File: config.mk
export PLATFORM = sky130hd
export DESIGN_NAME = mdb_divide
export DESIGN_NICKNAME = d
export VERILOG_FILES = /design/src/hw/rtl/mdb_pkg.sv /design/src/hw/rtl/mdb_divide.sv
export SDC_FILE = /design/constraint.sdc
export NUM_CORES = 1
export LEC_CHECK = 0
export BUFFER_PORTS_ARGS = -buffer_cell sky130_fd_sc_hd__buf_4
export CORE_ASPECT_RATIO = 0.9
export CORE_MARGIN = 4
export CORE_UTILIZATION = 38
export CTS_CLUSTER_SIZE = 10
export DETAILED_ROUTE_END_ITERATION = 8
export SLEW_MARGIN = 25
export SYNTH_ARGS = -nofsm -noshare
export SYNTH_HDL_FRONTEND = slang
export SYNTH_SLANG_ARGS = --single-unit
File: constraint.sdc
create_clock -name clk -period 7.5 [get_ports clk]
set_clock_uncertainty 0.2 [all_clocks]
set_input_delay 1.5 -clock clk [delete_from_list [all_inputs] [get_ports clk]]
set_output_delay 1.5 -clock clk [all_outputs]
set_load 0.1 [all_outputs]
File: src/hw/rtl/mdb_pkg.sv
// shared constants, types and elaboration-time helpers for the magnitude to level byte pipeline
// no dependencies; used by every module under hw/rtl

package mdb_pkg;

    localparam int FRAC_BITS = 24;
    localparam int MAG_W     = 25;
    localparam int SUM_W     = MAG_W + 1;
    localparam int MSB_W     = $clog2(SUM_W);
    localparam int SHIFT_W   = 6;
    localparam int Y_W       = 63;
    localparam int LOG_FRAC  = 48;
    localparam int STEPS     = LOG_FRAC;
    localparam int LEVEL_W   = 8;
    localparam int D_W       = $clog2(FRAC_BITS + 1) + LOG_FRAC;
    localparam int M_W       = D_W + LEVEL_W;

    localparam logic [LEVEL_W-1:0] LEVEL_MAX = '1;
    localparam logic [LEVEL_W-1:0] LEVEL_MIN = '0;

    localparam logic [63:0] UNITY_INT = 64'd1 << FRAC_BITS;
    localparam logic [63:0] EPS_WIDE  = (UNITY_INT + 64'd500000) / 64'd1000000;
    localparam logic [SUM_W-1:0] EPS  = EPS_WIDE[SUM_W-1:0];

    // (a*a) >> 62, evaluated at elaboration
    function automatic logic [63:0] sq62(input logic [63:0] a);
        logic [127:0] p;
        p = {64'd0, a} * {64'd0, a};
        return p[125:62];
    endfunction

    // log2 in unsigned Q48, evaluated at elaboration
    function automatic logic [63:0] log2_q48(input logic [63:0] x);
        logic [63:0] y;
        logic [63:0] frac;
        logic [63:0] msb;
        msb  = 64'd0;
        frac = 64'd0;
        for (int i = 1; i < 64; i++)
        begin
            if ((x >> i) != 64'd0)
            begin
                msb = 64'(i);
            end
        end
        y = x << (64'd62 - msb);
        for (int i = 0; i < LOG_FRAC; i++)
        begin
            y    = sq62(y);
            frac = {frac[62:0], y[63]};
            if (y[63])
            begin
                y = y >> 1;
            end
        end
        return (msb << LOG_FRAC) | frac;
    endfunction

    localparam logic [63:0] LOG2_TEN = log2_q48(64'd10);
    localparam logic [63:0] TOP      = 64'd1022 * LOG2_TEN;
    localparam logic [63:0] DIVISOR  = 64'd4 * LOG2_TEN;
    localparam int          NUM_W    = $clog2(TOP + 64'd1);

    typedef struct packed {
        logic                sat;
        logic                zero;
        logic [MSB_W-1:0]    msb;
        logic [LOG_FRAC-1:0] frac;
        logic [Y_W-1:0]      y;
    } mdb_log_t;

    typedef struct packed {
        logic                sat;
        logic                zero;
        logic [MSB_W-1:0]    msb;
        logic [LOG_FRAC-1:0] frac;
        logic [63:0]         p00;
        logic [62:0]         p01;
        logic [61:0]         p11;
    } mdb_prod_t;

    typedef struct packed {
        logic               sat;
        logic               low;
        logic [NUM_W-1:0]   rem;
        logic [LEVEL_W-1:0] q;
    } mdb_div_t;

endpackage

File: src/hw/rtl/mdb_divide.sv
// restoring division by the constant 4*log2(10), one quotient bit per stage
// depends on mdb_pkg

module mdb_divide
(
    input  logic              clk,
    input  logic              rst_n,
    input  logic              in_valid,
    input  mdb_pkg::mdb_div_t in_tok,
    output logic              out_valid,
    output mdb_pkg::mdb_div_t out_tok
);

    logic              valid_reg [mdb_pkg::LEVEL_W];
    mdb_pkg::mdb_div_t tok_reg   [mdb_pkg::LEVEL_W];
    logic              valid_in  [mdb_pkg::LEVEL_W];
    mdb_pkg::mdb_div_t tok_in    [mdb_pkg::LEVEL_W];
    mdb_pkg::mdb_div_t tok_next  [mdb_pkg::LEVEL_W];

    assign valid_in[0] = in_valid;
    assign tok_in[0]   = in_tok;

    for (genvar j = 0; j < mdb_pkg::LEVEL_W; j++)
    begin : g_stage
        localparam logic [63:0] DIV_SHIFTED = mdb_pkg::DIVISOR << (mdb_pkg::LEVEL_W - 1 - j);

        if (j > 0)
        begin : g_link
            assign valid_in[j] = valid_reg[j-1];
            assign tok_in[j]   = tok_reg[j-1];
        end

        always_comb
        begin
            tok_next[j] = tok_in[j];
            if (64'(tok_in[j].rem) >= DIV_SHIFTED)
            begin
                tok_next[j].rem = mdb_pkg::NUM_W'(64'(tok_in[j].rem) - DIV_SHIFTED);
                tok_next[j].q   = {tok_in[j].q[mdb_pkg::LEVEL_W-2:0], 1'b1};
            end
            else
            begin
                tok_next[j].q   = {tok_in[j].q[mdb_pkg::LEVEL_W-2:0], 1'b0};
            end
        end

        always_ff @(posedge clk or negedge rst_n)
        begin
            if (!rst_n)
            begin
                valid_reg[j] <= 1'b0;
            end
            else
            begin
                valid_reg[j] <= valid_in[j];
            end
        end

        always_ff @(posedge clk)
        begin
            tok_reg[j] <= tok_next[j];
        end
    end

    assign out_valid = valid_reg[mdb_pkg::LEVEL_W-1];
    assign out_tok   = tok_reg[mdb_pkg::LEVEL_W-1];

endmodule

# Yosys cells after proc, flatten, opt, wreduce, memory -nomap -nowiden
# Memories as Yosys holds them, arrays and structs flattened.
# Cells that the tools add are included.
# word_totals
ff_bits	8
ram_bits	560
inputBits	73
output_inout_bits	71
elab_cells	41
n_memories	1
# memory_table
name	depth	word_bits	read_ports	rd_clocked_by_memory_dff	write_ports	line	source
tok_reg	8	70	8	0	8	mdb_divide.sv:15	mdb_pkg::mdb_div_t tok_reg [mdb_pkg::LEVEL_W];
# classes
n_addsub	8
magnitude_cmp	8
n_mux	16
# op_table
op	n
$mux 60	8
$ge 60x52->1 const B	1
$ge 60x53->1 const B	1
$ge 60x54->1 const B	1
$ge 60x55->1 const B	1
$ge 60x56->1 const B	1
$ge 60x57->1 const B	1
$ge 60x58->1 const B	1
$ge 60x59->1 const B	1
$sub 60x52->60 const B	1
$sub 60x53->60 const B	1
$sub 60x54->60 const B	1
$sub 60x55->60 const B	1
$sub 60x56->60 const B	1
$sub 60x57->60 const B	1
$sub 60x58->60 const B	1
$sub 60x59->60 const B	1
$mux 1	8

# Depth between registers and ports, before layout
# logic_depth
ltp_word	2
ltp_mapped	11
depth_no_buf	10

# Worst setup path before layout
# No wires, ideal clock.
# synth_timing
kind	input -> register
from	input in_tok[44] (netlist bit)
to	memory tok_reg[0][61] (netlist bit)
setup_ns	0.126
t_arrival_ns	3.442
required_time_ns	7.174
slack_ns	3.732
stages	10
n_path_buf	2
cell_sequence	or4_1 > a21oi_1 > nor2_1 > a211o_1 > a21boi_0 > inv_1 > clkbuf_1 > clkbuf_1 > nand2_1 > xnor2_1
# synth_rtl
element	line	source
start, declared	mdb_divide.sv:9	input mdb_pkg::mdb_div_t in_tok,
end, declared	mdb_divide.sv:15	

==> metrics.log <==
INFO  metric post-route-period-util = 56.4%
INFO  metric drc_markers = 0
INFO  metric cts_buffers = 66
INFO  metric die_h = 242 um
INFO  metric postCtsResizedCells = 0
INFO  metric placement_rows = 85
INFO  metric cts_hold_buffers = 0
INFO  metric grt_remaining_overflow = 0
INFO  metric clock_tree.buffer_depth = 3
INFO  metric placeableCoreArea = 60000 um^2
INFO  metric synthTopCellsByCount = dfxtp_1 (532), nor2_1 (252), nand2_1 (227), xor2_1 (212), xnor2_1 (199)
INFO  metric finalSetupTns = 0 ns
INFO  metric ys.flop_type = dfxtp_1
INFO  metric cts_tree = built
INFO  metric final-setup-viol-count = 0
INFO  metric rsz0062_at_grt = false
INFO  metric timing.fmax = 236 MHz
INFO  metric max-vdd-ir-drop = 0.314 mV
INFO  metric placement.cell_area = 24800 um^2
INFO  metric clk-insertion-delay-late = 0.61 ns
INFO  metric antenna_violating_nets_post_route = 0
INFO  metric synthDominantCellAreaShare = 46.1%
INFO  metric die_area = 64800 um^2
INFO  metric post_synth_instance_area = 23100 um^2
INFO  metric mappedNetlistNets = 2617
INFO  metric synthesis_warning_total = 0
INFO  metric totalWireLength = 57.8 mm
INFO  metric yosys-top-cells-area = dfxtp_1 (46%), xor2_1 (8.0%), xnor2_1 (7.5%)
INFO  metric edff_count_synth = 0
INFO  metric synth.most_common_cell = dfxtp_1
INFO  metric final_hold_viol_count = 0
INFO  metric cts.reportedPaths.clkPinSlew = 0.05 ns
INFO  metric synth-seq-area-share = 47.0%
INFO  metric cts.htree.levels = 3
INFO  metric n_antenna_cell = 0
INFO  metric place.port_buffers = 135
INFO  metric synth.avg_cell_area = 9.11 um^2
INFO  metric yosys.cell_types.count = 76
INFO  metric die-width = 268 um
INFO  metric dr.pass1.iters = 5
INFO  metric report.power.total = 13.8 mW
INFO  metric clock-root-buffer = clkbuf_16
INFO  metric run_status = finished, final reports clean
INFO  metric final_area = 26700 um^2
INFO  metric cts_setup_buffers = 0
INFO  metric postSynthCellCount = 2536
INFO  metric grt_pass1_vias = 18.2k
INFO  metric postSynthRegisterBits = 540
INFO  metric holdCritPathClass = register to register
INFO  metric final_layout_size_suffix_gt1_share = 10.6%
INFO  metric grt.total_usage = 17.5%
INFO  metric start_util = 38.5%
INFO  metric viasPerCell = 5.36
INFO  metric timing.critical_path.arrival = 4.50 ns
INFO  metric grt_start_max_net_pins = 41
INFO  metric grt_first_pass_wirelength = 94.8 mm
INFO  metric final_net_count = 2746
INFO  metric syn2layout_area_growth = 15.8%
INFO  metric setup.worst_path.class = register to register
INFO  metric finalWorstPathRequiredPeriod = 4.23 ns
INFO  metric path_max_fanout = 22
INFO  metric max_ffs_per_register = 532
INFO  metric post_drt_wl_per_cell = 16.7 um
INFO  metric p_leak = 10.6 nW
INFO  metric antenna_found_initial = 1
INFO  metric critical_path.startpoint_type = register
INFO  metric dpl.cell_count = 3379
INFO  metric maxSlewHeadroom = 32.4%
INFO  metric tightest_slew = 1.00 ns
INFO  metric dpl.hpwl = 44.8 mm
INFO  metric critPathRequiredTime = 7.77 ns
INFO  metric globalplace.congestion = 0.906
INFO  metric design.portCount = 144
INFO  metric cellPowerDensity = 516 nW/um^2
INFO  metric final.hold.worst_slack = 0.121 ns
INFO  metric clock-sinks = 540
INFO  metric route.vias.total = 18.6k
INFO  metric final_max_slew_viol_count = 0
INFO  metric worst_setup_path_end_kind = register
INFO  metric async_reset_ff_share = 1.48%
INFO  metric timing.max_cap.violations = 0
INFO  metric drtIter0Drc = 1465
INFO  metric finalNonFillerCells = 3466
INFO  metric synth_largest_area_cell = dfxtp_1
## area by class of cell
| class | instances | area [um^2] |
|---|---|---|
| clock buffer | 75 | 1710 |
| clock inverter | 11 | 205 |
| sequential | 540 | 10900 |
| timing repair buffer | 144 | 1080 |
| inverter | 40 | 150 |
| multi-input combinational | 1873 | 11800 |
| fill | 5775 | 33200 |
| tap | 783 | 980 |
## per-stage QoR
| step | utilization, % | setup slack (ns) |
|---|---|---|
| CTS | 44.6 | 3.28 |
| finish | 44.6 | 3.27 |
| floorplan | - | 3.73 |
| detailed placement | 41.4 | 2.94 |
| global placement | 41.4 | 2.98 |
| global route | 44.6 | 3.01 |
## per-layer routing
layer	vias to the layer above	track usage, %	wire length, um
met5	-	0	13
met4	2	4.44	1200
met3	89	3.41	3230
met2	505	27.9	25900
met1	8819	24.5	27400
li1	9159	-	-
## critical path, cell delays in order, from the launching register on
cell	delay, ns
dfxtp_1	0.37
nor4bb_1	0.47
nand2_1	0.29
nor4_1	0.58
a41oi_1	0.30
a21boi_1	0.21
buf_4	0.23
inv_1	0.39
buf_4	0.31
nand2_1	0.12
a2111oi_0	0.49
xor2_1	0.12
## cell usage in the layout, fill, tap and decap left out, types with 8 or more instances in the layout
cell type,instances
ha_1,8
or3_1,11
o21ai_0,102
a211oi_1,23
a31oi_1,29
nor3b_1,24
nor4_1,39
o21bai_1,17
clkbuf_16,66
nor4b_1,11
and3_1,19
xnor2_1,199
and4_1,11
a21o_1,20
nor2_1,251
inv_1,40
o31ai_1,11
nor2b_1,19
a211o_1,10
and2_1,18
nand4_1,45
nor3_1,107
xor2_1,212
nand3_1,81
or4_1,22
nand3b_1,18
or2_2,36
o211ai_1,32
dfrtp_1,8
nand2_1,227
o21a_1,8
o31a_1,8
nand2b_1,22
buf_4,143
dfxtp_1,532
a21oi_1,119
## kinds of logic after synthesis
group / share of synthesized area [%]
DFF: 47.0
buffers and inverters: 2.12
adders and majority gates: 0.433
AOI/OAI and AO/OA: 12.8
and+or+nand+nor: 21.8
xor gates and xnor gates: 15.6
muxes: 0.238
## worst paths after layout
path                                        start                       to  slack (ns)  cells after the start
setup / recovery           tok_reg[1][52]$_DFF_P_  tok_reg[1][110]$_DFF_P_        3.27                     11
hold / removal              tok_reg[1][1]$_DFF_P_   tok_reg[1][72]$_DFF_P_        0.12                      0
setup reg to reg           tok_reg[1][52]$_DFF_P_  tok_reg[1][110]$_DFF_P_        3.27                     11
hold reg to reg             tok_reg[1][1]$_DFF_P_   tok_reg[1][72]$_DFF_P_        0.12                      0
max in group asynchronous                   rst_n    valid_in[5]$_DFF_PN0_        6.46                      1
min in group asynchronous                   rst_n    valid_in[6]$_DFF_PN0_        0.51                      1
## report_power, final
group	internal, mW	switching, mW
clock	1.66	1.17
sequential	4.09	1.37
combinational	2.08	3.42
total	7.83	5.96
(Power assumes the default switching activity.)
