--- src/hw/rtl/mdb_pkg.sv ---
// shared constants, types and elaboration-time helpers for the magnitude to level byte pipeline
// no dependencies; used by every module under hw/rtl

package mdb_pkg;

    localparam int FRAC_BITS = 24;
    localparam int MAG_W     = 25;
    localparam int SUM_W     = MAG_W + 1;
    localparam int MSB_W     = $clog2(SUM_W);
    localparam int SHIFT_W   = 6;
    localparam int Y_W       = 63;
    localparam int LOG_FRAC  = 48;
    localparam int STEPS     = LOG_FRAC;
    localparam int LEVEL_W   = 8;
    localparam int D_W       = $clog2(FRAC_BITS + 1) + LOG_FRAC;
    localparam int M_W       = D_W + LEVEL_W;

    localparam logic [LEVEL_W-1:0] LEVEL_MAX = '1;
    localparam logic [LEVEL_W-1:0] LEVEL_MIN = '0;

    localparam logic [63:0] UNITY_INT = 64'd1 << FRAC_BITS;
    localparam logic [63:0] EPS_WIDE  = (UNITY_INT + 64'd500000) / 64'd1000000;
    localparam logic [SUM_W-1:0] EPS  = EPS_WIDE[SUM_W-1:0];

    // (a*a) >> 62, evaluated at elaboration
    function automatic logic [63:0] sq62(input logic [63:0] a);
        logic [127:0] p;
        p = {64'd0, a} * {64'd0, a};
        return p[125:62];
    endfunction

    // log2 in unsigned Q48, evaluated at elaboration
    function automatic logic [63:0] log2_q48(input logic [63:0] x);
        logic [63:0] y;
        logic [63:0] frac;
        logic [63:0] msb;
        msb  = 64'd0;
        frac = 64'd0;
        for (int i = 1; i < 64; i++)
        begin
            if ((x >> i) != 64'd0)
            begin
                msb = 64'(i);
            end
        end
        y = x << (64'd62 - msb);
        for (int i = 0; i < LOG_FRAC; i++)
        begin
            y    = sq62(y);
            frac = {frac[62:0], y[63]};
            if (y[63])
            begin
                y = y >> 1;
            end
        end
        return (msb << LOG_FRAC) | frac;
    endfunction

    localparam logic [63:0] LOG2_TEN = log2_q48(64'd10);
    localparam logic [63:0] TOP      = 64'd1022 * LOG2_TEN;
    localparam logic [63:0] DIVISOR  = 64'd4 * LOG2_TEN;
    localparam int          NUM_W    = $clog2(TOP + 64'd1);

    typedef struct packed {
        logic                sat;
        logic                zero;
        logic [MSB_W-1:0]    msb;
        logic [LOG_FRAC-1:0] frac;
        logic [Y_W-1:0]      y;
    } mdb_log_t;

    typedef struct packed {
        logic                sat;
        logic                zero;
        logic [MSB_W-1:0]    msb;
        logic [LOG_FRAC-1:0] frac;
        logic [63:0]         p00;
        logic [62:0]         p01;
        logic [61:0]         p11;
    } mdb_prod_t;

    typedef struct packed {
        logic               sat;
        logic               low;
        logic [NUM_W-1:0]   rem;
        logic [LEVEL_W-1:0] q;
    } mdb_div_t;

endpackage

--- src/hw/rtl/mdb_front.sv ---
// front end: input register, epsilon add, leading-one search and normalizing shift
// depends on mdb_pkg

module mdb_front
(
    input  logic                              clk,
    input  logic                              rst_n,
    input  logic                              in_valid,
    input  logic [mdb_pkg::MAG_W-1:0]         magnitude,
    output logic                              out_valid,
    output mdb_pkg::mdb_log_t                 out_tok
);

    logic                          mag_valid_reg;
    logic [mdb_pkg::MAG_W-1:0]     mag_reg;
    logic                          sum_valid_reg;
    logic [mdb_pkg::SUM_W-1:0]     sum_reg;
    logic [mdb_pkg::SUM_W-1:0]     sum_next;
    logic                          tok_valid_reg;
    mdb_pkg::mdb_log_t             tok_reg;
    mdb_pkg::mdb_log_t             tok_next;
    logic [mdb_pkg::MSB_W-1:0]     msb;
    logic [mdb_pkg::SHIFT_W-1:0]   shift;

    assign sum_next = mdb_pkg::SUM_W'(mag_reg) + mdb_pkg::EPS;

    always_comb
    begin
        msb = '0;
        for (int i = 0; i < mdb_pkg::SUM_W; i++)
        begin
            if (sum_reg[i])
            begin
                msb = mdb_pkg::MSB_W'(i);
            end
        end
        shift         = mdb_pkg::SHIFT_W'(mdb_pkg::Y_W - 1) - mdb_pkg::SHIFT_W'(msb);
        tok_next.sat  = 64'(sum_reg) >= mdb_pkg::UNITY_INT;
        tok_next.zero = (sum_reg == '0);
        tok_next.msb  = msb;
        tok_next.frac = '0;
        tok_next.y    = mdb_pkg::Y_W'(sum_reg) << shift;
    end

    always_ff @(posedge clk or negedge rst_n)
    begin
        if (!rst_n)
        begin
            mag_valid_reg <= 1'b0;
            sum_valid_reg <= 1'b0;
            tok_valid_reg <= 1'b0;
        end
        else
        begin
            mag_valid_reg <= in_valid;
            sum_valid_reg <= mag_valid_reg;
            tok_valid_reg <= sum_valid_reg;
        end
    end

    always_ff @(posedge clk)
    begin
        mag_reg <= magnitude;
        sum_reg <= sum_next;
        tok_reg <= tok_next;
    end

    assign out_valid = tok_valid_reg;
    assign out_tok   = tok_reg;

endmodule

--- config.mk ---
export PLATFORM = sky130hd
export DESIGN_NAME = mdb_front
export DESIGN_NICKNAME = d
export VERILOG_FILES = /design/src/hw/rtl/mdb_pkg.sv /design/src/hw/rtl/mdb_front.sv
export SDC_FILE = /design/constraint.sdc
export NUM_CORES = 1
export LEC_CHECK = 0
export BUFFER_PORTS_ARGS = -buffer_cell sky130_fd_sc_hd__buf_2
export CORE_MARGIN = 5
export CORE_UTILIZATION = 50
export DETAILED_ROUTE_END_ITERATION = 10
export PLACE_DENSITY = 0.74
export SYNTH_ARGS = -nofsm -noshare
export SYNTH_HDL_FRONTEND = slang
export SYNTH_SLANG_ARGS = --single-unit
--- constraint.sdc ---
create_clock -name clk -period 5.3 [get_ports clk]
set_input_delay 0 -clock clk [delete_from_list [all_inputs] [get_ports clk]]
set_output_delay 0 -clock clk [all_outputs]
set_load 0.05 [all_outputs]
=== After elaboration in Yosys (flattened, before gate mapping) ===
Index checks and enable logic that the tools add are counted.

* Register bits: 124
* Latch bits: 0
* Memory bits (writable): 0
* ROM bits: 0
* Input bits: 28
* Output and inout bits: 119
* Word-level logic and storage cells: 39
* Memories: 0

* Add/subtract/negate cells: 2
* Multiply operators: 0
* Div/mod/pow operators: 0
* $lt $le $gt $ge: 1
* Equality and inequality tests: 0
* Shift-type cells: 1
* Multiplexer cells: 25
* Bitwise operators: 0
* Reduce and logical (&&, ||, !) cells: 1

{| class="wikitable"
|+ Operator list
! kind !! number
|-
| 2-to-1 mux 5 bit || 23
|-
| << shifter 26 x 6 -> 63 bit || 1
|-
| adder 25 x 5 -> 26 bit (second input constant) || 1
|-
| >= comparator 26 x 25 -> 1 bit (second input constant) || 1
|-
| zero test 26 bit || 1
|-
| subtractor 6 x 5 -> 6 bit (first input constant) || 1
|-
| 2-to-1 mux 2 bit || 1
|-
| 2-to-1 mux 1 bit || 1
|}

=== Logic depth before layout (Yosys ltp) ===
* Depth after elaboration: 27
* Mapped depth: 19
* Mapped depth without buffers: 14

=== Worst setup path after synthesis ===
OpenSTA, ideal clock, no wires.

* Kind: flip-flop to flip-flop
* Start point: register sum_reg[25] (netlist bit)
* End point: register tok_reg (netlist bit out_tok[61])
* Library setup time: 0.126 ns
* Arrival: 3.813 ns
* Data required time: 5.174 ns
* Slack: 1.360 ns
* Stages on the path, launching flop included: 18
* Path buffers: 4
* Period minus slack after synthesis: 3.940 ns
* Cells stage by stage: dfxtp_1 > clkbuf_1 > nand2b_1 > nand2b_1 > o21a_1 > buf_2 > a21o_1 > inv_1 > buf_1 > ha_1 > buf_2 > clkinv_1 > a21oi_4 > or2_4 > mux2_4 > mux4_2 > a221oi_1 > a21oi_1

* Longest elaborated chain between the ends: 3

{| class="wikitable"
|+ RTL lines
! element !! RTL line !! text
|-
| start, declared || mdb_front.sv:17 || <nowiki>logic [mdb_pkg::SUM_W-1:0] sum_reg;</nowiki>
|-
| start signal, assigned || mdb_front.sv:64 || <nowiki>sum_reg <= sum_next;</nowiki>
|-
| 2-to-1 mux 5 bit || mdb_front.sv:32 || <nowiki>if (sum_reg[i])</nowiki>
|-
| via msb (one bit) || mdb_front.sv:22 || <nowiki>logic [mdb_pkg::MSB_W-1:0] msb;</nowiki>
|-
| subtractor 6 x 5 -> 6 bit || mdb_front.sv:37 || <nowiki>shift = mdb_pkg::SHIFT_W'(mdb_pkg::Y_W - 1) - mdb_pkg::SHIFT_W'(msb);</nowiki>
|-
| << shifter 26 x 6 -> 63 bit || mdb_front.sv:42 || <nowiki>tok_next.y = mdb_pkg::Y_W'(sum_reg) << shift;</nowiki>
|-
| end signal, assigned || mdb_front.sv:65 || <nowiki>tok_reg <= tok_next;</nowiki>
|-
| end, declared || mdb_front.sv:20 || <nowiki>mdb_pkg::mdb_log_t tok_reg;</nowiki>
|}

The timed path passes the listed nets, and every way through them passes these cells.

=== Final worst setup path ===
* Start point: register sum_reg[5] (netlist bit)
* End point: register tok_reg (netlist bit out_tok[61])

* Longest elaborated chain between the ends: 23

{| class="wikitable"
|+ RTL lines
! element !! RTL line
|-
| 2-to-1 mux 5 bit (21 in a row) || mdb_front.sv:32
|-
| subtractor 6 x 5 -> 6 bit || mdb_front.sv:37
|-
| << shifter 26 x 6 -> 63 bit (*) || mdb_front.sv:42
|}

Mark *: on every way between the ends. The rest lies on a longest branch, timed or not.

==> flow_metrics.tcl <==
set metrics [dict create \
    ioPinCount 147 \
    clock_power_share_pct 37.5 \
    sequentialPowerShare_pct 36.6 \
    required_ns 5.69 \
    io_buffers 98 \
    drt-vias-per-instance 5.256 \
    place.gp.congestion 0.9618 \
    yosys-top-cells-area "dfxtp_1 (44%), buf_4 (6.5%), nand2_1 (4.2%), mux4_2 (3.3%), nor2_1 (2.9%)" \
    crit_path_end_kind "flop" \
    cp_max_fo 30 \
    postCtsSetupRepairBufs 0 \
    post_cts_resized 0 \
    wirelength_um 14920 \
    first_global_vias 4542 \
    largest_reg_flops 70 \
    die_area_um2 13230 \
    yosys.area.top_type "dfxtp_1" \
    clockBufferDepth 2 \
    syn2layout_area_growth_pct 25.03 \
    p_per_area_nw_per_um2 425.8 \
    finalHoldViolCount 0 \
    synth.avg_cell_area_um2 9.491 \
    clock_sinks 124 \
    synth_edf_count 0 \
    setup_viol 0 \
    netlist_instances 581 \
    swShare_pct 34.68 \
    tightestPinTransition_ns 0.9051 \
    synth_cell_types 70 \
    cts_tree "done" \
    fin_skew_ns 0.01192 \
    coreArea_um2 10840 \
    tns_ns 0 \
    vdd_drop_max_v 0.0003149 \
    overflow 0 \
    grt_max_degree 31 \
    layout-drive-gt1-share_pct 22.22 \
    antenna_left 0 \
    cts-htree-levels 4 \
    hpwl_um 10500 \
    p_sw_mw 1.018 \
    seq_area_frac_synth_pct 45.29 \
    insertion_delay_ns 0.53 \
    drv_cap 0 \
    fp-row-count 38 \
    p_comb_share_pct 25.9 \
    antenna_found_initial 1 \
    crit_arrival_ns 4.65 \
    setup_ws_ns 1.050 \
    worstSetupPathType "reg2reg" \
    outcome "finished clean" \
    fin_crit_sh_pct 80.19 \
    cp-start-kind "flop" \
    ys_seq_elements 124 \
    slew_violations 0 \
    rsz0062_at_grt "false" \
    root_buffer "clkbuf_8" \
    synthArstFlopShare_pct 2.419 \
    first_iter_violations 384 \
    yosys.area.top_type_share_pct 43.93 \
    num-nets-final 764 \
    finalCriticalPeriod_ns 4.250 \
    first_pass_iters 5 \
    p_leak_nw 3.098 \
    wl_per_cell_um 16.80 \
    internal_power_mw 1.917 \
    synthFlopType "dfxtp_1" \
    dieHeight_um 115.0 \
    initial_utilization_pct 50.87 \
    maxSlewHeadroom_pct 39.10 \
    yosysWarnings 0 \
    dieWidth_um 115.0 \
    synthesis.area_um2 5514 \
    cts_buffers 17 \
    drc 0 \
    vias 4667 \
    grt_pass1_wl_um 23490 \
    clk_pin_slew_ns 0.06 \
    grt_use_total_pct 23.10 \
    hold_path_class "in2reg" \
    max_freq_mhz 235.3 \
    pre_cts_ws_ns 1.133 \
]
[power by group through the flow]
stage / logic, mW / registers [mW] / clock network (mW)
after CTS: 0.755 / 1.07 / 1.12
final: 0.761 / 1.08 / 1.10
after global routing: 0.806 / 1.09 / 1.17
after detailed placement: 0.736 / 1.09 / 0
after floorplan: 0.385 / 1.31 / 0
after global placement: 0.736 / 1.09 / 0
[layout by cell type, fill, tap and decap left out, drive strengths merged, types with 19 or more instances in the layout]
cell,instances
a21oi,30
buf,107
clkbuf,19
conb,80
dfxtp,121
dlygate4sd3,28
nand2,62
nor2,43
[layout make-up]
type	instances	area [µm²]
fill	894	3946
multi-input combinational	441	2751
sequential	124	2497
timing repair buffer	135	838.3
clock buffer	19	431.7
tap	140	175.2
clock inverter	13	141.4
inverter	15	56.30
antenna	1	2.502
[per-layer routing]
layer / global-route usage, % / share of wire (%)
met1: 26.72 / 39
met2: 39.27 / 50
met3: 7.789 / 7.5
met4: 9.311 / 3.2
met5: 0 / 0
[repair_timing]
| item | 4_1_cts | 5_1_grt |
|---|---|---|
| endpoints found under the hold margin | 29 | 0 |
| endpoints found under the setup margin | 0 | 0 |
| hold buffers | 28 | 0 |
[logic make-up after synthesis]
group / share of synthesized area (%)
AO/OA/AOI/OAI: 18.81
flip-flops: 45.29
adder cells (fa/ha/maj): 0.4538
XOR/XNOR: 3.653
AND/OR/NAND/NOR: 14.27
buffers and inverters: 10.19
other: 0.06801
multiplexers: 7.261
[worst max-delay path, cell delays in order, from the launching register on]
cell,delay (ns)
dfxtp_1,0.49
inv_1,0.12
a221o_1,0.33
a211o_1,0.31
a21o_1,0.19
inv_1,0.07
ha_1,0.36
clkinv_1,0.37
a21oi_4,0.27
or2_4,0.37
mux2_4,0.34
mux4_2,0.51
a221oi_1,0.32
a21oi_1,0.06
[path summary, 6_finish.rpt]
kind / startpoint / depth (start not counted) / slack [ns] / to
hold / removal: magnitude[17] / 2 / 0.11 / mag_reg[17]
setup reg to reg: sum_reg[5] / 13 / 1.05 / out_tok[61]
setup / recovery: sum_reg[5] / 13 / 1.05 / out_tok[61]
min in group asynchronous: rst_n / 3 / 0.39 / sum_valid_reg
hold reg to reg: mag_valid_reg / 0 / 0.36 / sum_valid_reg
max in group asynchronous: rst_n / 3 / 4.75 / mag_valid_reg
[through the flow]
step	power, mW	cell area, µm²	cells	util [%]	hold slack (ns)
2_1_floorplan	1.698	5811	660	-	-0.2956
3_3_place_gp	1.826	6038	827	55.70	-0.2075
3_5_place_dp	1.830	6038	827	55.70	-0.2013
4_1_cts	2.949	6892	887	63.57	0.07588
5_1_grt	3.067	6894	888	63.60	0.09660
6_report	2.935	6894	888	63.60	0.1094
[Yosys cell counts, types with 2 or more instances]
cell type / count
a211o_1: 3
a211oi_1: 13
a21boi_0: 3
a21o_1: 8
a21oi_1: 29
a221o_1: 3
a221oi_1: 6
a22oi_1: 5
a311o_1: 5
a311oi_1: 5
a31oi_1: 2
a32oi_1: 2
and3_1: 13
buf_1: 3
buf_2: 8
buf_4: 48
buf_6: 2
clkbuf_1: 19
dfrtp_1: 3
dfxtp_1: 121
ha_1: 2
inv_1: 13
mux2_2: 4
mux2i_1: 16
mux4_2: 8
nand2_1: 61
nand2b_1: 8
nand3_1: 8
nand4_1: 4
nor2_1: 43
nor2b_1: 3
nor3_1: 11
nor4_1: 6
o211ai_1: 7
o21a_1: 5
o21ai_0: 15
o221ai_1: 4
o22ai_1: 5
o31a_1: 3
o32ai_1: 2
or4_4: 2
xnor2_1: 16
xor2_1: 7
(Power assumes the default switching activity.)
