==> config.mk <==
export PLATFORM = sky130hd
export DESIGN_NAME = mdb_scale
export DESIGN_NICKNAME = d
export VERILOG_FILES = /design/src/hw/rtl/mdb_pkg.sv /design/src/hw/rtl/mdb_scale.sv
export SDC_FILE = /design/constraint.sdc
export NUM_CORES = 1
export LEC_CHECK = 0
export BUFFER_PORTS_ARGS = -buffer_cell sky130_fd_sc_hd__clkbuf_2
export CORE_UTILIZATION = 30
export DETAILED_ROUTE_END_ITERATION = 8
export PLACE_DENSITY = 0.57
export SLEW_MARGIN = 20
export SYNTH_ARGS = -nofsm -noshare
export SYNTH_HDL_FRONTEND = slang
export SYNTH_SLANG_ARGS = --single-unit
==> constraint.sdc <==
create_clock -name clk -period 2.6 [get_ports clk]
set_clock_uncertainty 0.05 [all_clocks]
set_input_delay 0.52 -clock clk [delete_from_list [all_inputs] [get_ports clk]]
set_output_delay 0.52 -clock clk [all_outputs]
set_load 0.05 [all_outputs]
==> src/hw/rtl/mdb_pkg.sv <==
// shared constants, types and elaboration-time helpers for the magnitude to level byte pipeline
// no dependencies; used by every module under hw/rtl

package mdb_pkg;

    localparam int FRAC_BITS = 24;
    localparam int MAG_W     = 25;
    localparam int SUM_W     = MAG_W + 1;
    localparam int MSB_W     = $clog2(SUM_W);
    localparam int SHIFT_W   = 6;
    localparam int Y_W       = 63;
    localparam int LOG_FRAC  = 48;
    localparam int STEPS     = LOG_FRAC;
    localparam int LEVEL_W   = 8;
    localparam int D_W       = $clog2(FRAC_BITS + 1) + LOG_FRAC;
    localparam int M_W       = D_W + LEVEL_W;

    localparam logic [LEVEL_W-1:0] LEVEL_MAX = '1;
    localparam logic [LEVEL_W-1:0] LEVEL_MIN = '0;

    localparam logic [63:0] UNITY_INT = 64'd1 << FRAC_BITS;
    localparam logic [63:0] EPS_WIDE  = (UNITY_INT + 64'd500000) / 64'd1000000;
    localparam logic [SUM_W-1:0] EPS  = EPS_WIDE[SUM_W-1:0];

    // (a*a) >> 62, evaluated at elaboration
    function automatic logic [63:0] sq62(input logic [63:0] a);
        logic [127:0] p;
        p = {64'd0, a} * {64'd0, a};
        return p[125:62];
    endfunction

    // log2 in unsigned Q48, evaluated at elaboration
    function automatic logic [63:0] log2_q48(input logic [63:0] x);
        logic [63:0] y;
        logic [63:0] frac;
        logic [63:0] msb;
        msb  = 64'd0;
        frac = 64'd0;
        for (int i = 1; i < 64; i++)
        begin
            if ((x >> i) != 64'd0)
            begin
                msb = 64'(i);
            end
        end
        y = x << (64'd62 - msb);
        for (int i = 0; i < LOG_FRAC; i++)
        begin
            y    = sq62(y);
            frac = {frac[62:0], y[63]};
            if (y[63])
            begin
                y = y >> 1;
            end
        end
        return (msb << LOG_FRAC) | frac;
    endfunction

    localparam logic [63:0] LOG2_TEN = log2_q48(64'd10);
    localparam logic [63:0] TOP      = 64'd1022 * LOG2_TEN;
    localparam logic [63:0] DIVISOR  = 64'd4 * LOG2_TEN;
    localparam int          NUM_W    = $clog2(TOP + 64'd1);

    typedef struct packed {
        logic                sat;
        logic                zero;
        logic [MSB_W-1:0]    msb;
        logic [LOG_FRAC-1:0] frac;
        logic [Y_W-1:0]      y;
    } mdb_log_t;

    typedef struct packed {
        logic                sat;
        logic                zero;
        logic [MSB_W-1:0]    msb;
        logic [LOG_FRAC-1:0] frac;
        logic [63:0]         p00;
        logic [62:0]         p01;
        logic [61:0]         p11;
    } mdb_prod_t;

    typedef struct packed {
        logic               sat;
        logic               low;
        logic [NUM_W-1:0]   rem;
        logic [LEVEL_W-1:0] q;
    } mdb_div_t;

endpackage

==> src/hw/rtl/mdb_scale.sv <==
// scaling: distance below unity in Q48, times 255, compared against 1022*log2(10)
// depends on mdb_pkg

module mdb_scale
(
    input  logic              clk,
    input  logic              rst_n,
    input  logic              in_valid,
    input  mdb_pkg::mdb_log_t in_tok,
    output logic              out_valid,
    output mdb_pkg::mdb_div_t out_tok
);

    logic                      d_valid_reg;
    logic                      d_sat_reg;
    logic                      d_zero_reg;
    logic [mdb_pkg::D_W-1:0]   d_reg;
    logic [mdb_pkg::D_W-1:0]   d_next;
    logic                      m_valid_reg;
    logic                      m_sat_reg;
    logic                      m_zero_reg;
    logic [mdb_pkg::M_W-1:0]   m_reg;
    logic [mdb_pkg::M_W-1:0]   m_next;
    logic                      tok_valid_reg;
    mdb_pkg::mdb_div_t         tok_reg;
    mdb_pkg::mdb_div_t         tok_next;

    assign d_next = ((mdb_pkg::D_W'(mdb_pkg::FRAC_BITS) - mdb_pkg::D_W'(in_tok.msb))
                    << mdb_pkg::LOG_FRAC) - mdb_pkg::D_W'(in_tok.frac);

    assign m_next = (mdb_pkg::M_W'(d_reg) << mdb_pkg::LEVEL_W) - mdb_pkg::M_W'(d_reg);

    always_comb
    begin
        tok_next.sat = m_sat_reg;
        tok_next.low = m_zero_reg | (64'(m_reg) >= mdb_pkg::TOP);
        tok_next.rem = mdb_pkg::NUM_W'(mdb_pkg::TOP - 64'(m_reg));
        tok_next.q   = '0;
    end

    always_ff @(posedge clk or negedge rst_n)
    begin
        if (!rst_n)
        begin
            d_valid_reg   <= 1'b0;
            m_valid_reg   <= 1'b0;
            tok_valid_reg <= 1'b0;
        end
        else
        begin
            d_valid_reg   <= in_valid;
            m_valid_reg   <= d_valid_reg;
            tok_valid_reg <= m_valid_reg;
        end
    end

    always_ff @(posedge clk)
    begin
        d_sat_reg  <= in_tok.sat;
        d_zero_reg <= in_tok.zero;
        d_reg      <= d_next;
        m_sat_reg  <= d_sat_reg;
        m_zero_reg <= d_zero_reg;
        m_reg      <= m_next;
        tok_reg    <= tok_next;
    end

    assign out_valid = tok_valid_reg;
    assign out_tok   = tok_reg;

endmodule

# ---- Word level (Yosys, flattened, before mapping)
# Index checks and enable logic that the tools add are counted.
# Widths: inputs -> output; s select.
dict set report classes {
  addsub 4
  order_cmp 1
  bitwise 1
}
# operator count
set op_table {}
lappend op_table {{$ge 61x60->1 const B} 1}
lappend op_table {{$sub 61x53->61} 1}
lappend op_table {{$sub 60x60->60 const A} 1}
lappend op_table {{$sub 53x48->53} 1}
lappend op_table {{$sub 5x5->5 const A} 1}
lappend op_table {{$or 1x1->1} 1}
dict set report totals {
  register_bits 183
  output_inout_bits 71
  wordCells 18
}

# ---- Depth between registers and ports, before layout
dict set report depth {
  word_depth 2
  mapped_depth 12
}

# ---- Least setup slack after synthesis
# OpenSTA, ideal clock, no wires.
dict set report synth_timing {
  kind {register to register}
  start {reg d_reg[8] (netlist name)}
  end {reg m_reg[53] (netlist name)}
  arrival_ns 2.627
  required_time_ns 2.430
  slack_ns -0.198
  stages_incl_launch_ff 12
  path_buffers 0
  path_cell_list {dfxtp_1 > inv_1 > ha_1 > nor3b_1 > a41oi_1 > a21oi_1 > o21ai_0 > o21ai_0 > a31oi_1 > o21ai_2 > a21boi_0 > xnor2_1}
}
dict set report synth_via {
  elab_chain_len 1
}
# element line_no
set synth_lines {}
lappend synth_lines {{from (decl)} mdb_scale.sv:17} ;# logic [mdb_pkg::D_W-1:0] d_reg;
lappend synth_lines {{from (signal assigned)} mdb_scale.sv:61} ;# d_reg <= d_next;
lappend synth_lines {{$sub 61x53->61} mdb_scale.sv:31} ;# assign m_next = (mdb_pkg::M_W'(d_reg) << mdb_pkg::LEVEL_W) - mdb_pkg::M_W'(d_reg);
lappend synth_lines {{via m_next, one bit} mdb_scale.sv:23} ;# logic [mdb_pkg::M_W-1:0] m_next;
lappend synth_lines {{to (signal assigned)} mdb_scale.sv:64} ;# m_reg <= m_next;
lappend synth_lines {{to (decl)} mdb_scale.sv:22} ;# logic [mdb_pkg::M_W-1:0] m_reg;
# The timed path passes the listed nets, and every way through them passes these cells.

# ---- Worst setup path after layout
dict set report layout_timing {
  start {reg d_reg[8] (netlist name)}
  end {reg m_reg[58] (netlist name)}
}
# The elaborated chain is that of the path after synthesis.

==> parameters.txt <==
Parameter                              Value

Final layout
  Area taken by multi-input logic gates    5880 um^2
  Number of antenna repair diodes    0
  Filler cell count in the final layout    2,869
  Final design area excluding fillers    13,200 um^2
  Area occupied by registers    3700 um^2
  Share of final-layout standard cells stronger than drive strength 1    36.0%
  Finished Core Util    44.0%
  Number of flip-flops under the largest register name    62
  Signed area change from the synthesized netlist to the final layout    43.0%
  Final net count    1,540

Synth
  Number of synthesized register bits    183
  Netlist area before placement    9220 um^2
  Top cell types by occurrence after synthesis    180 x sky130_fd_sc_hd__dfxtp_1, 101 x sky130_fd_sc_hd__xnor2_1, 85 x sky130_fd_sc_hd__nand2_1
  Cell with the most instances after synthesis    sky130_fd_sc_hd__dfxtp_1
  Distinct cell type count after synthesis    76
  Post-synth top area share    39.1%
  Synth warn    0
  Seq/Total Area, Yosys    39.9%
  Mean cell area of the mapped netlist    8.83 um^2
  Post-Syn Instances    1,044
  Fraction of registers with async set/reset    1.64%
  Most area-consuming cells after synthesis    sky130_fd_sc_hd__dfxtp_1 39%, sky130_fd_sc_hd__xnor2_1 9.6%, sky130_fd_sc_hd__ha_1 6.7%
  Synth Flop Type    sky130_fd_sc_hd__dfxtp_1
  Count of flip-flops with a built-in enable after synthesis    0
  Cell accounting for the most synthesized area    sky130_fd_sc_hd__dfxtp_1

Pwr
  PD cells    811 nW/um^2
  LEAKAGE    5.67 nW
  Worst vdd ir    0.483 mV

STA
  Post-route worst setup slack    -0.111 ns
  Hold slack final    0.129 ns
  Share of the clock period used by the worst path after layout    104%
  Final critical path time including I/O delays and setup    2.71 ns
  Final setup vio count    12
  Number of failing hold endpoints at the final stage    0
  Worst slew margin    65.8%
  Fmax    369 MHz
  Slew Viols, Final    0
  RSZ-0062 raised after global routing    true
  Setup tns final    -0.589 ns
  Measured slew at the worst slew-check pin    0.509 ns

Clocking
  Worst-case clock buffer depth    2
  Clk_lat worst skew    0.44 ns
  H-tree level count    4
  Number of buffers created by CTS    17
  Clock root buffer    sky130_fd_sc_hd__clkbuf_16
  TritonCTS clock tree    yes
  Clock-pin slew of the registers on the worst-case setup and hold paths    0.07 ns
  Count of clock tree sinks    183

Global routing
  Tot GR Track Use    15.4%
  Largest net degree at the start of global routing    19
  Met3 Usage GRT    3.87%
  Wire length of the first global-routing pass    38.7 mm
  Met2 global-route usage    23.4%
  Initial antenna violation count    0
  Met1 Usage GRT    21.1%
  Grt ovf    0
  Vias in the first global route    7,914
  Most Used Layer, Global Route    met2

Setup path
  Internal reg-to-reg setup slack    -0.11 ns
  Worst r2r dst    m_reg[58]
  Max FO, Critical Path    2
  Path depth of the worst reg2reg path    12
  Critical path endpoint    m_reg[58]
  CP Launch Type    flip-flop
  Type of element capturing the critical path    flip-flop
  Data arrival time at the worst-slack endpoint    3.01 ns
  Type of the worst setup path    flip-flop to flip-flop
  Reg-to-reg startpoint    d_reg[8]
  Required time worst endpoint    2.90 ns
  Critical path origin    d_reg[8]

Status
  Violations in the final reports    negative setup slack
  Run status    finished with violations

Run
  Reported max-cap violation count    0

Floorplanning
  Initial Utilization    30.8%
  Width of the die    177 um
  Number of I/O pins    192
  Row count    63
  Std-Cell Core Area    30,000 um^2
  Overall die area    31,400 um^2
  Die boundary height    177 um

Place
  Post-place setup slack    -0.403 ns
  Placer's final routability congestion estimate    0.849
  I/O Buffers    120
  DP HPWL    19.1 mm
  Cell Area, Placed    11,600 um^2

Drt
  Wire length after detailed routing    24.0 mm
  Via density per instance    4.60
  Drt wl/cell    13.5 um
  Vias post-DR    8,150
  Number of design-rule violations left by the first detailed-router iteration    426
  First-pass DRT Iterations    6
  Number of nets with antenna violations after detailed routing    0
  DRC violation count after routing    0

Min path
  Class of the most critical hold timing path    input pin to flip-flop
## how the worst min path moves through the flow
stage                           start          end  cells after the start
after global placement      m_sat_reg  out_tok[69]                      0
after detailed placement    m_sat_reg  out_tok[69]                      0
final                     in_tok[117]    d_sat_reg                      1
after floorplan                 rst_n  d_valid_reg                      0
after CTS                 in_tok[117]    d_sat_reg                      1
after global routing      in_tok[117]    d_sat_reg                      1
## kinds of logic (layout without fill, tap and decap cells)
logic type | after synthesis | in the layout | share of synthesized area [%]
simple gates | 328 | 328 | 18.3
compound gates | 222 | 222 | 15.3
flops | 183 | 183 | 39.9
xor+xnor | 162 | 162 | 15.4
buf+inv | 99 | 431 | 4.38
fa+ha+maj | 49 | 49 | 6.65
other cells | 1 | 8 | 0.0407
## cells in the final DEF, fill, tap and decap left out, types with 10 or more instances in the layout
cell type                     n
sky130_fd_sc_hd__nor2b_1     14
sky130_fd_sc_hd__dfxtp_2     16
sky130_fd_sc_hd__nor3_1      25
sky130_fd_sc_hd__nor4_1      14
sky130_fd_sc_hd__clkbuf_2   120
sky130_fd_sc_hd__nand3_1     18
sky130_fd_sc_hd__nand4_1     17
sky130_fd_sc_hd__buf_4      201
sky130_fd_sc_hd__a21o_1      21
sky130_fd_sc_hd__ha_4        19
sky130_fd_sc_hd__xor2_1      61
sky130_fd_sc_hd__clkbuf_16   18
sky130_fd_sc_hd__dfxtp_1    163
sky130_fd_sc_hd__xnor2_1     98
sky130_fd_sc_hd__a21oi_2     15
sky130_fd_sc_hd__nor2_1      69
sky130_fd_sc_hd__or3_1       18
sky130_fd_sc_hd__o21ai_0     41
sky130_fd_sc_hd__a21oi_1     49
sky130_fd_sc_hd__nand2_1     80
sky130_fd_sc_hd__inv_1       61
sky130_fd_sc_hd__ha_1        26
sky130_fd_sc_hd__o21ai_1     10
## power by group
| group | switching (mW) | total (mW) | internal (mW) |
|---|---|---|---|
| Sequential | 0.390 | 3.87 | 3.48 |
| Clock | 1.16 | 2.71 | 1.55 |
| Combinational | 2.69 | 4.11 | 1.42 |
## worst max-delay path, stage by stage, from the launching register on
cell and delay, ns:
sky130_fd_sc_hd__dfxtp_2 0.33, sky130_fd_sc_hd__inv_2 0.05, sky130_fd_sc_hd__ha_4 0.26, sky130_fd_sc_hd__nor3b_4 0.25, sky130_fd_sc_hd__a31oi_4 0.15, sky130_fd_sc_hd__o31ai_4 0.25, sky130_fd_sc_hd__nor4b_4 0.29, sky130_fd_sc_hd__o21ai_2 0.11
sky130_fd_sc_hd__a311oi_2 0.33, sky130_fd_sc_hd__buf_4 0.17, sky130_fd_sc_hd__a211o_1 0.17, sky130_fd_sc_hd__nor2_2 0.06, sky130_fd_sc_hd__xnor2_1 0.18
## layer usage
metal | wire length [um] | part of all wire (%) | vias to the layer above
li1 | - | - | 4284
met1 | 11800 | 49 | 3672
met2 | 10600 | 44 | 170
met3 | 1260 | 5.2 | 24
met4 | 360 | 1.5 | 0
met5 | 0 | 0 | -
## what timing repair did
action,CTS,global route
hold buffers,1,0
endpoints found under the hold margin,3,0
gates resized for setup,71,84
pin swaps,31,44
endpoints found under the setup margin,22,31
setup buffers,13,12
## layout make-up
cell class                 count  area share (%)
multi-input combinational    769            44.6
tap                          390            3.70
clock buffer                  19            3.52
inverter                      69            1.98
timing repair buffer         330            16.8
clock inverter                13            1.33
sequential                   183            28.1
## through the flow
stage          power [mW]  std cells
5_1_grt              11.3       1773
4_1_cts              10.6       1764
6_report             10.7       1773
3_3_place_gp         7.77       1719
2_1_floorplan        6.57       1051
3_5_place_dp         7.79       1719
(Power assumes the default switching activity.)
